## src/rtl/core/irpr_pkg.sv

```systemverilog
// ----------------------------------------------------------------------------
// irpr_pkg
// Shared types, opcode and operand-kind codes and helper functions of the
// IR peephole rewriter.
// ----------------------------------------------------------------------------
package irpr_pkg;

  localparam int VALUE_BITS = 64;
  localparam int DIV_BITS   = 64;
  localparam int NSTG       = DIV_BITS + 2;

  localparam logic [4:0] OP_ASSIGN = 5'd0;
  localparam logic [4:0] OP_ADD    = 5'd1;
  localparam logic [4:0] OP_SUB    = 5'd2;
  localparam logic [4:0] OP_NEG    = 5'd3;
  localparam logic [4:0] OP_MUL    = 5'd4;
  localparam logic [4:0] OP_DIV    = 5'd5;
  localparam logic [4:0] OP_MOD    = 5'd6;
  localparam logic [4:0] OP_AND    = 5'd7;
  localparam logic [4:0] OP_OR     = 5'd8;
  localparam logic [4:0] OP_XOR    = 5'd9;
  localparam logic [4:0] OP_NOT    = 5'd10;
  localparam logic [4:0] OP_SHL    = 5'd11;
  localparam logic [4:0] OP_SHR    = 5'd12;
  localparam logic [4:0] OP_EQ     = 5'd13;
  localparam logic [4:0] OP_NE     = 5'd14;
  localparam logic [4:0] OP_LT     = 5'd15;
  localparam logic [4:0] OP_LE     = 5'd16;
  localparam logic [4:0] OP_GT     = 5'd17;
  localparam logic [4:0] OP_GE     = 5'd18;
  localparam logic [4:0] OP_CAST   = 5'd19;

  localparam logic [1:0] K_NONE  = 2'd0;
  localparam logic [1:0] K_TEMP  = 2'd1;
  localparam logic [1:0] K_CONST = 2'd2;
  localparam logic [1:0] K_OTHER = 2'd3;

  localparam logic [63:0] MASK_BYTE = 64'h0000_0000_0000_00FF;
  localparam logic [63:0] MASK_HALF = 64'h0000_0000_0000_FFFF;

  // Item passed from the classifier to the execution pipeline.
  typedef struct packed {
    logic        is_fold;
    logic [4:0]  op;
    logic [5:0]  sh;
    logic [63:0] a;
    logic [63:0] b;
    logic [4:0]  o_cmd;
    logic [1:0]  o_lk;
    logic [63:0] o_lv;
    logic [1:0]  o_rk;
    logic [63:0] o_rv;
    logic        o_chg;
  } fq_t;

  typedef struct packed {
    logic        vld;
    fq_t         it;
    logic [63:0] res;
    logic [63:0] dvd;
    logic [63:0] dvs;
    logic [63:0] rem;
    logic [63:0] quo;
    logic [63:0] acc;
    logic        neg_q;
    logic        neg_m;
  } bs_t;

  // Two's complement wrap to VALUE_BITS, sign-extended back to 64 bits.
  function automatic logic [63:0] wrap_v(input logic [63:0] v);
    logic [63:0] m;
    m = {64{1'b1}} >> (64 - VALUE_BITS);
    return (v & m) | (v[VALUE_BITS-1] ? ~m : 64'd0);
  endfunction

  function automatic logic [63:0] mag(input logic [63:0] v);
    return v[63] ? (64'd0 - v) : v;
  endfunction

  // Bit index of a one-hot word.
  function automatic logic [5:0] onehot_idx(input logic [63:0] v);
    logic [5:0] n;
    n = 6'd0;
    for (int i = 0; i < 64; i++) begin
      if (v[i]) n = n | 6'(i);
    end
    return n;
  endfunction

endpackage

```

## src/rtl/core/irpr_queue.sv

```systemverilog
// ----------------------------------------------------------------------------
// irpr_queue
// Four-entry queue between the classifier and the execution pipeline.
// ----------------------------------------------------------------------------
module irpr_queue import irpr_pkg::*; (
  input  logic clk,
  input  logic rst_n,
  input  logic push,
  input  fq_t  wdata,
  input  logic pop,
  output fq_t  rdata,
  output logic full,
  output logic empty
);

  fq_t        mem_r [4];
  logic [1:0] wptr_r, rptr_r;
  logic [2:0] cnt_r, cnt_nxt;

  assign full  = (cnt_r == 3'd4);
  assign empty = (cnt_r == 3'd0);
  assign rdata = mem_r[rptr_r];

  always_comb begin
    cnt_nxt = cnt_r;
    if (push && !pop) cnt_nxt = cnt_r + 3'd1;
    else if (pop && !push) cnt_nxt = cnt_r - 3'd1;
  end

  always_ff @(posedge clk) begin
    if (!rst_n) begin
      wptr_r <= 2'd0;
      rptr_r <= 2'd0;
      cnt_r  <= 3'd0;
    end else begin
      if (push) wptr_r <= wptr_r + 2'd1;
      if (pop) rptr_r <= rptr_r + 2'd1;
      cnt_r <= cnt_nxt;
    end
  end

  always_ff @(posedge clk) begin
    if (push) mem_r[wptr_r] <= wdata;
  end

endmodule

```

## config.mk

```make
export PLATFORM = sky130hd
export DESIGN_NAME = irpr_queue
export DESIGN_NICKNAME = d
export VERILOG_FILES = /design/src/rtl/core/irpr_pkg.sv /design/src/rtl/core/irpr_queue.sv
export SDC_FILE = /design/constraint.sdc
export NUM_CORES = 1
export LEC_CHECK = 0
export BUFFER_PORTS_ARGS = -buffer_cell sky130_fd_sc_hd__clkbuf_2
export CAP_MARGIN = 5
export CORE_ASPECT_RATIO = 1.25
export CORE_MARGIN = 8
export CORE_UTILIZATION = 40
export CTS_CLUSTER_DIAMETER = 100
export CTS_CLUSTER_SIZE = 14
export DETAILED_ROUTE_END_ITERATION = 10
export GPL_TIMING_DRIVEN = 0
export PLACE_DENSITY = 0.66
export SLEW_MARGIN = 20
export SYNTH_ARGS = -nofsm -noshare
export SYNTH_HDL_FRONTEND = slang
export SYNTH_SLANG_ARGS = --single-unit
```

## constraint.sdc

```tcl
create_clock -name clk -period 24.3 [get_ports clk]
set_clock_uncertainty 0.15 [all_clocks]
set_input_delay 3.645 -clock clk [delete_from_list [all_inputs] [get_ports clk]]
set_output_delay 3.645 -clock clk [all_outputs]
set_load 0.02 [all_outputs]
```

==> out/metrics.cfg <==
[min_path]
timing.hold.worst.class = reg -> reg
whs_path_depth = 2

[pwr]
pwr_density_cell_nw_per_um2 = 83.6
leakagePower_nw = 16.1
vdd_drop_max_mv = 0.0641
clkPwrFrac_pct = 32.2
netSwitchingFraction_pct = 23.3
seq_power_share_pct = 55.5
p_int_w = 0.00309
power.share.combinational_pct = 12.3
switchingPower_w = 0.000940

[placement]
io_buffer_count = 561
dp.final_hpwl_um = 61800
preCtsSetupSlack_ns = 18.25
post-place-cells = 3402
routabilityCongestion = 0.737

[clock_network]
worst_skew_pair.late_latency_ns = 0.63
cts-root-buf = clkbuf_16
cts_max_level = 3
cts_tree = built
cts_sinks = 1121
clk_pin_slew_ns = 0.06
post_cts.resized_instances = 0
post_cts_hold_buffer_count = 0
tritoncts.num_buffers = 90
cts_post_setup_buffers_inserted = 0
cts_buffer_depth = 3

[floorplanning]
core_region_area_um2 = 101000
num_io_pins = 562
die_h_um = 372
floorplan.initialDensity_pct = 40.4
floorplan.die_area_um2 = 112000
horizontal_die_dimension_um = 301
fp_rows = 130

[layout]
fillerInstances = 8106
post_layout_nonfiller_instances = 3521
num-nets-final = 2462
syn_to_final_growth_pct = 18.9
multiInputGateArea_um2 = 6520
final_layout_size_suffix_gt1_share_pct = 46.8
mostFrequentLayoutCell = edfxtp_1
most-common-layout-cells = 1112 x edfxtp_1, 562 x clkbuf_2, 278 x mux4_2
final-seq-area_um2 = 33600

[detailed_routing]
drt_pass1_iterations = 4
initialDrtViolationCount = 1171
drt_wl_total_um = 89300
final_antenna_net_count = 0
route.detailed.drc = 0
dr_total_vias = 18200
detail_route.wl_per_cell_um = 25.4
avgViaCountPerCell = 5.16

[timing]
rsz_0062_raised_after_global_routing = no
period_minus_slack_ns = 6.62
worst-slew-pin-transition_ns = 1.06
final.setup.worst_slack_ns = 17.68
max_freq_ghz = 0.151
totalNegativeSetupSlack_ns = 0
drv_slew = 0
finalHoldViolCount = 0
max-slew-margin-rel_pct = 29.3
finalSetupViolCount = 0
post-route-period-util_pct = 27.3

[setup_path]
ff2ff_path_depth = 6
critical_path.max_stage_delay_ns = 0.49
cp.arrival_ns = 2.83
crit_path_start_kind = flip-flop
slowest_stage = mux4_2
crit_path_cell_trace = buf_2 -> clkbuf_1 -> buf_6 -> buf_2 -> mux4_2 -> clkbuf_2
timing.setup.critical_path_class = reg -> out
cp.required_ns = 20.50
cp_max_fo = 10
crit_path_end_kind = output port
most_prevalent_standard_cell_on_the_critical_path = buf_2

[yosys]
synth_compound_area_share_pct = 0.0308
synth_simple_gate_area_share_pct = 0.225
syn-mean-instance-area_um2 = 27.1
yosys_warnings = 0
synth.mux.area_fraction_pct = 15.5
synthXorXnorAreaFrac_pct = 0.108
postSynthNetCount = 1783
ys_types = 20
synth-seq-cells = 1121
synth-seq-area-share_pct = 82.8
postSynthCellCount = 1495
synth_top_family_by_area = multiplexers
netlist_area_um2 = 40600
post_synthesis_adder_cell_area_fraction_pct = 0.204

[run]
maxCapViolCount = 0

[grt]
gr-total-overflow = 0
grt_max_degree = 48
grt_pass1_wl_um = 130000
grt_antenna_before_repair = 19
first_global_vias = 19800
grt_use_total_pct = 15.6

[outcome]
outcome = finished, final reports clean

## flip-flops by register name, summed over array words and instances, names as in the netlist, named ones only
| name | flops |
|---|---|
| mem_r | 1112 |
| cnt_r | 3 |
| rptr_r | 2 |
| wptr_r | 2 |
## power groups by stage
stage | clock [W] | combinational (W) | sequential (W)
4_1_cts | 0.00134 | 0.000510 | 0.00224
3_3_place_gp | 0 | 0.000484 | 0.00233
2_1_floorplan | 0 | 0.000297 | 0.00230
5_1_grt | 0.00140 | 0.000530 | 0.00225
6_report | 0.00130 | 0.000496 | 0.00224
3_5_place_dp | 0 | 0.000509 | 0.00228
## worst paths after layout
check,startpoint,endpoint,slack [ns]
worst max-delay path,flip-flop,rdata[104],17.68
worst min-delay path,cnt_r[2],cnt_r[2],0.37
worst max register to register,wptr_r[1],mem_r[1][261],21.76
worst min register to register,cnt_r[2],cnt_r[2],0.37
## metal layers
layer	vias to the layer above	wire length (µm)	GRT usage [%]
met5	-	41	0
met4	6	3350	6.49
met3	168	7630	5.37
met2	589	45900	26.5
met1	9563	32300	18.0
li1	7844	-	-
## metrics by stage
step,total power (W),cell area [µm²],hold WS [ns],util (%)
global route,0.00418,48200,0.424,48.0
CTS,0.00409,48200,0.371,47.9
finish,0.00403,48200,0.369,48.0
floorplan,0.00260,40600,0.322,-
global placement,0.00281,45000,0.360,44.8
detailed placement,0.00279,45700,0.364,45.5
## Yosys cell counts (all sizes together)
library cell | instances | share of area (%)
ha | 5 | 0.15
xor2 | 3 | 0.065
and2 | 9 | 0.14
o21ai | 1 | 0.012
nand2 | 1 | 0.0092
fa | 1 | 0.049
nor2b | 2 | 0.031
nor3b | 1 | 0.019
or3 | 1 | 0.015
nor3 | 1 | 0.012
dfxtp | 9 | 0.44
a21boi | 1 | 0.019
mux4 | 278 | 15
buf | 55 | 1.1
clkbuf | 7 | 0.065
mux2i | 2 | 0.049
xnor2 | 2 | 0.043
inv | 4 | 0.037
edfxtp | 1112 | 82
## kinds of logic (layout without fill, tap and decap cells)
family          Yosys count  after routing
compound gates            2              2
fa+ha+maj                 6              6
other cells               0             15
simple gates             15             15
mux                     280            280
buf+inv                  66            757
xor+xnor                  5              5
flops                  1121           1121
## layout make-up
cell class,count,area share (%)
Antenna cell,15,0.0778
Buffer,62,0.965
Clock buffer,97,4.81
Clock inverter,7,0.283
Inverter,4,0.0311
Multi-Input combinational cell,308,13.5
Sequential cell,1121,69.6
Tap cell,1320,3.42
Timing Repair Buffer,587,7.27
## worst max-delay path: cells and delay by family, from the launching register on
family	cells	cell delay, ns
multiplexers	1	0.49
flip-flops	1	0.30
buffers and inverters	5	1.36
No activity file was read; power rests on OpenSTA's default activity.
