### src/rtl/core/irpr_pkg.sv
// ----------------------------------------------------------------------------
// irpr_pkg
// Shared types, opcode and operand-kind codes and helper functions of the
// IR peephole rewriter.
// ----------------------------------------------------------------------------
package irpr_pkg;

  localparam int VALUE_BITS = 64;
  localparam int DIV_BITS   = 64;
  localparam int NSTG       = DIV_BITS + 2;

  localparam logic [4:0] OP_ASSIGN = 5'd0;
  localparam logic [4:0] OP_ADD    = 5'd1;
  localparam logic [4:0] OP_SUB    = 5'd2;
  localparam logic [4:0] OP_NEG    = 5'd3;
  localparam logic [4:0] OP_MUL    = 5'd4;
  localparam logic [4:0] OP_DIV    = 5'd5;
  localparam logic [4:0] OP_MOD    = 5'd6;
  localparam logic [4:0] OP_AND    = 5'd7;
  localparam logic [4:0] OP_OR     = 5'd8;
  localparam logic [4:0] OP_XOR    = 5'd9;
  localparam logic [4:0] OP_NOT    = 5'd10;
  localparam logic [4:0] OP_SHL    = 5'd11;
  localparam logic [4:0] OP_SHR    = 5'd12;
  localparam logic [4:0] OP_EQ     = 5'd13;
  localparam logic [4:0] OP_NE     = 5'd14;
  localparam logic [4:0] OP_LT     = 5'd15;
  localparam logic [4:0] OP_LE     = 5'd16;
  localparam logic [4:0] OP_GT     = 5'd17;
  localparam logic [4:0] OP_GE     = 5'd18;
  localparam logic [4:0] OP_CAST   = 5'd19;

  localparam logic [1:0] K_NONE  = 2'd0;
  localparam logic [1:0] K_TEMP  = 2'd1;
  localparam logic [1:0] K_CONST = 2'd2;
  localparam logic [1:0] K_OTHER = 2'd3;

  localparam logic [63:0] MASK_BYTE = 64'h0000_0000_0000_00FF;
  localparam logic [63:0] MASK_HALF = 64'h0000_0000_0000_FFFF;

  // Item passed from the classifier to the execution pipeline.
  typedef struct packed {
    logic        is_fold;
    logic [4:0]  op;
    logic [5:0]  sh;
    logic [63:0] a;
    logic [63:0] b;
    logic [4:0]  o_cmd;
    logic [1:0]  o_lk;
    logic [63:0] o_lv;
    logic [1:0]  o_rk;
    logic [63:0] o_rv;
    logic        o_chg;
  } fq_t;

  typedef struct packed {
    logic        vld;
    fq_t         it;
    logic [63:0] res;
    logic [63:0] dvd;
    logic [63:0] dvs;
    logic [63:0] rem;
    logic [63:0] quo;
    logic [63:0] acc;
    logic        neg_q;
    logic        neg_m;
  } bs_t;

  // Two's complement wrap to VALUE_BITS, sign-extended back to 64 bits.
  function automatic logic [63:0] wrap_v(input logic [63:0] v);
    logic [63:0] m;
    m = {64{1'b1}} >> (64 - VALUE_BITS);
    return (v & m) | (v[VALUE_BITS-1] ? ~m : 64'd0);
  endfunction

  function automatic logic [63:0] mag(input logic [63:0] v);
    return v[63] ? (64'd0 - v) : v;
  endfunction

  // Bit index of a one-hot word.
  function automatic logic [5:0] onehot_idx(input logic [63:0] v);
    logic [5:0] n;
    n = 6'd0;
    for (int i = 0; i < 64; i++) begin
      if (v[i]) n = n | 6'(i);
    end
    return n;
  endfunction

endpackage

### src/rtl/core/irpr_front.sv
// ----------------------------------------------------------------------------
// irpr_front
// Classifies an incoming instruction: binary folds are handed on with their
// operands, every other rewrite is resolved here in full.
// ----------------------------------------------------------------------------
module irpr_front import irpr_pkg::*; (
  input  logic [4:0]  cmd,
  input  logic [1:0]  lk,
  input  logic [63:0] lv,
  input  logic [1:0]  rk,
  input  logic [63:0] rv,
  input  logic [3:0]  bytes,
  input  logic        uns,
  output fq_t         item
);

  logic        lc, rc, is_bin, fold_bin, un_fold, pow2;
  logic [63:0] cval, un_v, rv_m1;
  logic [5:0]  n_log;
  logic        keep, zero;

  assign lc    = (lk == K_CONST);
  assign rc    = (rk == K_CONST);
  assign cval  = lc ? lv : rv;
  assign rv_m1 = rv - 64'd1;
  assign pow2  = (rv != 64'd0) && !rv[63] && ((rv & rv_m1) == 64'd0);
  assign n_log = onehot_idx(rv);

  always_comb begin
    case (cmd) inside
      OP_ADD, OP_SUB, OP_MUL, OP_DIV, OP_MOD, OP_AND, OP_OR, OP_XOR,
      OP_SHL, OP_SHR, OP_EQ, OP_NE, OP_LT, OP_LE, OP_GT, OP_GE: is_bin = 1'b1;
      default: is_bin = 1'b0;
    endcase
  end

  assign fold_bin = is_bin && lc && rc;

  always_comb begin
    un_fold = 1'b0;
    un_v    = lv;
    case (cmd)
      OP_NEG: begin
        un_fold = lc;
        un_v    = 64'd0 - lv;
      end
      OP_NOT: begin
        un_fold = lc;
        un_v    = ~lv;
      end
      OP_CAST: begin
        un_fold = lc && (bytes != 4'd0);
        case (bytes)
          4'd1:    un_v = {{56{lv[7]}}, lv[7:0]};
          4'd2:    un_v = {{48{lv[15]}}, lv[15:0]};
          4'd4:    un_v = {{32{lv[31]}}, lv[31:0]};
          default: un_v = lv;
        endcase
      end
      default: ;
    endcase
  end

  // Algebraic identities with a single constant operand.
  always_comb begin
    keep = 1'b0;
    zero = 1'b0;
    if (lc || rc) begin
      case (cmd) inside
        OP_ADD, OP_OR, OP_XOR: keep = (cval == 64'd0);
        OP_SUB, OP_SHL, OP_SHR: keep = rc && (cval == 64'd0);
        OP_MUL: begin
          zero = (cval == 64'd0);
          keep = (cval == 64'd1);
        end
        OP_DIV: keep = rc && (cval == 64'd1);
        OP_AND: begin
          zero = (cval == 64'd0);
          keep = (cval == {64{1'b1}}) || (cval == MASK_HALF) || (cval == MASK_BYTE);
        end
        default: ;
      endcase
    end
  end

  always_comb begin
    item         = '0;
    item.op      = cmd;
    item.sh      = rv[5:0];
    item.a       = wrap_v(lv);
    item.b       = wrap_v(rv);
    item.o_cmd   = cmd;
    item.o_lk    = lk;
    item.o_lv    = lv;
    item.o_rk    = rk;
    item.o_rv    = rv;
    item.o_chg   = 1'b0;
    if (fold_bin) begin
      item.is_fold = 1'b1;
      item.o_chg   = 1'b1;
    end else if (un_fold) begin
      item.o_cmd = OP_ASSIGN;
      item.o_lk  = K_CONST;
      item.o_lv  = wrap_v(un_v);
      item.o_chg = 1'b1;
    end else if (keep || zero) begin
      item.o_cmd = OP_ASSIGN;
      if (zero) begin
        item.o_lk = K_CONST;
        item.o_lv = 64'd0;
      end else if (lc) begin
        item.o_lk = rk;
        item.o_lv = rv;
      end
      item.o_rk  = K_NONE;
      item.o_rv  = 64'd0;
      item.o_chg = 1'b1;
    end else if (rc && pow2) begin
      if (cmd == OP_MUL) begin
        item.o_cmd = OP_SHL;
        item.o_rv  = {58'd0, n_log};
        item.o_chg = 1'b1;
      end else if (cmd == OP_DIV && uns) begin
        item.o_cmd = OP_SHR;
        item.o_rv  = {58'd0, n_log};
        item.o_chg = 1'b1;
      end else if (cmd == OP_MOD && uns) begin
        // The mask may itself be an identity of AND on the second round.
        item.o_chg = 1'b1;
        if (rv_m1 == 64'd0) begin
          item.o_cmd = OP_ASSIGN;
          item.o_lk  = K_CONST;
          item.o_lv  = 64'd0;
          item.o_rk  = K_NONE;
          item.o_rv  = 64'd0;
        end else if (rv_m1 == MASK_BYTE || rv_m1 == MASK_HALF) begin
          item.o_cmd = OP_ASSIGN;
          item.o_rk  = K_NONE;
          item.o_rv  = 64'd0;
        end else begin
          item.o_cmd = OP_AND;
          item.o_rv  = rv_m1;
        end
      end
    end
  end

endmodule

### config.mk
export PLATFORM = sky130hd
export DESIGN_NAME = irpr_front
export DESIGN_NICKNAME = d
export VERILOG_FILES = /design/src/rtl/core/irpr_pkg.sv /design/src/rtl/core/irpr_front.sv
export SDC_FILE = /design/constraint.sdc
export NUM_CORES = 1
export LEC_CHECK = 0
export BUFFER_PORTS_ARGS = -buffer_cell sky130_fd_sc_hd__buf_2
export CAP_MARGIN = 20
export CORE_ASPECT_RATIO = 0.75
export CORE_MARGIN = 2
export CORE_UTILIZATION = 30
export DETAILED_ROUTE_END_ITERATION = 7
export GPL_TIMING_DRIVEN = 0
export RECOVER_POWER = 100
export SYNTH_ARGS = -nofsm -noshare
export SYNTH_HDL_FRONTEND = slang
export SYNTH_SLANG_ARGS = --single-unit
### constraint.sdc
create_clock -name vclk -period 5.7
set_clock_uncertainty 0.1 [all_clocks]
set_input_delay 0.57 -clock vclk [all_inputs]
set_output_delay 0.57 -clock vclk [all_outputs]
set_load 0.03 [all_outputs]
==> run_results.csv <==
group,metric,value,unit
worst_setup_path,crit_path_start,"rv[0]",
pwr,vdd_drop_max,87.95,uV
floorplan,start_util,30.66,%
timing,hold_viol,0,
synth,syn_area,0.009283,sq mm
worst_setup_path,worstPathArrival,5.86,ns
worst_setup_path,end_kind,"output port",
synth,ys_types,83,
global_route,grt_pass1_vias,14180,
detailed_routing,first_iter_violations,2004,
detailed_routing,route.detailed.drc,0,
placed_design,placement.io_buffers,396,
timing,slew_headroom,21.75,%
floorplan,die_area,0.03238,sq mm
timing,rsz0062_at_grt,"yes",
placed_design,dpl_worst_slack,-2.268,ns
finish,layout.nets,2137,
detailed_routing,drt_first_pass_iters,8,
detailed_routing,wire_per_inst,28.72,um
timing,fin_crit_sh,114.5,%
global_route,gr-total-overflow,0,
pwr,powerDensity,79.67,mW/mm^2
synth,netlist_instances,1456,
clock_tree,holdBufCountCts,0,
synth,synth_nets,1665,
worst_hold_path,worstHoldStart,"lv[41]",
floorplan,num_rows,55,
job,maxCapViolCount,0,
timing,fin_crit,6.528,ns
synth,yosysSeqAreaShare,0,%
pwr,p_leak,5.764,nW
timing,max_clock_freq,153.2,MHz
placed_design,dp_hpwl,50.77,mm
pwr,combPwrFrac,100.0,%
timing,whs,1.341,ns
global_route,antenna_found_initial,2,
worst_hold_path,min_path_type,"input pin to output port",
worst_hold_path,hold_depth,2,
worst_setup_path,critPathMaxStageDelay,0.50,ns
worst_setup_path,crit_type,"input pin to output port",
finish,clock_buffers,0,
pwr,p_switching,0.0007669,W
pwr,clkPwrFrac,0,%
finish,fin_util,51.34,%
finish,drive_gt1_share,40.91,%
detailed_routing,vias,15140,
finish,seq_cells,0,
finish,fillers,3109,
pwr,pwr-share-seq,0,%
finish,multiInputGateArea,0.009578,sq mm
detailed_routing,final_antenna_net_count,0,
timing,fin_ws,-0.8285,ns
synth,ys_warn_count,0,
finish,synthToLayoutAreaGrowth,67.46,%
floorplan,chipHeight,156.3,um
finish,seq_area,0,sq um
worst_setup_path,setup.worst_path.start_class,"input pin",
detailed_routing,viasPerCell,6.510,
run_status,status,"complete, but fails checks",
timing,finalSetupViolCount,135,
global_route,grt_pass1_wl,95.16,mm
pwr,power.internal,0.0004717,W
timing,tightest_slew,1.163,ns
floorplan,core_area,0.03028,sq mm
synth,avgSynthCellArea,6.375,sq um
floorplan,ios,420,
detailed_routing,wirelength,66.79,mm
worst_setup_path,crit_slowest_cell,"or4b_4",
worst_setup_path,crit_fanout,8,
worst_setup_path,cp_cell_sequence,"buf_12 -> clkinv_8 -> ha_4 -> or3b_4 -> nand4b_1 -> nand2b_4 -> nand2b_4 -> nand4b_1 -> or2_4 -> or4_4 -> or4b_4 -> ha_4 -> nand4_1 -> nor4_4 -> nand3_2 -> nor2_2 -> and4_4 -> nor3_4 -> a21o_1 -> clkbuf_16 -> buf_16 -> a221o_2 -> buf_6",
run_status,violations,"negative setup slack",
timing,finalMaxSlewViolations,0,
pwr,swShare,61.92,%
global_route,grtUsageTotal,38.49,%
global_route,grt_start_max_net_pins,13,
floorplan,fp.dieW,207.1,um
worst_setup_path,crit_required,5.03,ns
placed_design,finalWeightedCongestion,1.046,
[power groups by stage]
| stage | Sequential (W) | Combinational [W] | Clock [W] |
|---|---|---|---|
| after floorplan | 0 | 0.000642 | 0 |
| after global placement | 0 | 0.00102 | 0 |
| after detailed placement | 0 | 0.00102 | 0 |
| after CTS | 0 | 0.00118 | 0 |
| after global routing | 0 | 0.00128 | 0.0000000000235 |
| final | 0 | 0.00124 | 0.0000000000235 |
[worst max-delay path, delay by kind of cell]
family | cells | cell delay, ns
compound gates | 2 | 0.61
fa+ha+maj | 2 | 0.40
buf+inv | 5 | 0.66
simple gates | 14 | 3.59
[cells in the mapped netlist (18+ instances only)]
library cell    n  area [sq um]
a21oi_1        99         495.5
a221o_1        30         300.3
buf_4         148          1111
clkbuf_1       87         326.6
ha_1           67         838.3
inv_1          21         78.83
nand2_1       101         379.1
nand3_1        60         300.3
nand4_1        72         450.4
nor2_1        120         450.4
nor3_1         62         310.3
nor4_1         90         563.0
o21ai_0        80         400.4
o221ai_1       24         210.2
o2bb2ai_1      58         508.0
or2_2          18         112.6
or3_1          28         175.2
or4_1          19         142.6
[final timing paths]
kind	end	slack [ns]
min	item[243]	1.34
max	item[128]	-0.83
[logic make-up (layout without fill, tap and decap cells)]
family	count (synthesis)	after routing	synth area share, %
xor gates and xnor gates	18	18	1.698
AOI/OAI and AO/OA	432	432	32.52
adders and majority gates	67	67	9.031
other	0	1	0
buffers and inverters	277	747	17.70
and+or+nand+nor	657	657	38.50
muxes	5	5	0.5526
[stage by stage]
stage | instances | TNS [ns] | total power (W) | area (sq um)
2_1_floorplan | 1456 | -10.15 | 0.0006418 | 10120
3_3_place_gp | 2251 | -263.71 | 0.001019 | 12600
3_5_place_dp | 2253 | -259.32 | 0.001022 | 12610
4_1_cts | 2300 | -66.61 | 0.001183 | 14910
5_1_grt | 2326 | -96.54 | 0.001283 | 15540
6_report | 2326 | -79.11 | 0.001239 | 15540
[what timing repair did]
item / in CTS / in global routing
setup buffers: 46 / 28
setup endpoints to repair: 136 / 136
gates resized for setup: 426 / 122
pin swaps: 41 / 42
gates cloned: 7 / 1
[metal layers]
layer	vias up	track usage [%]	wire, um
met4	4	9.864	1955
li1	6520	-	-
met3	151	9.894	8793
met5	-	1.649	55
met1	7244	52.84	27590
met2	1224	59.46	28400
[cells in the final DEF (no fill, tap or decap), drive strengths merged, types with 11 or more instances in the layout]
cell,instances
a21oi,101
nand2b,13
or3,30
nand3,62
a22oi,13
nand4,72
nor2,120
o22ai,13
nor4,94
o211ai,12
ha,67
buf,542
and2,11
nor2b,11
nand3b,12
o221ai,24
o2bb2ai,58
nor3,62
nand2,101
a221o,30
or4,23
clkbuf,183
inv,20
o21ai,82
or2,19
o21a,11
[final cells by class]
cell class	instances	area share (%)
Antenna cell	1	0.01610
Buffer	249	11.23
Inverter	21	0.6359
Multi-Input combinational cell	1179	61.61
Tap cell	399	3.212
Timing Repair Buffer	477	23.29
Note: power is estimated with default switching activity, not from simulation.
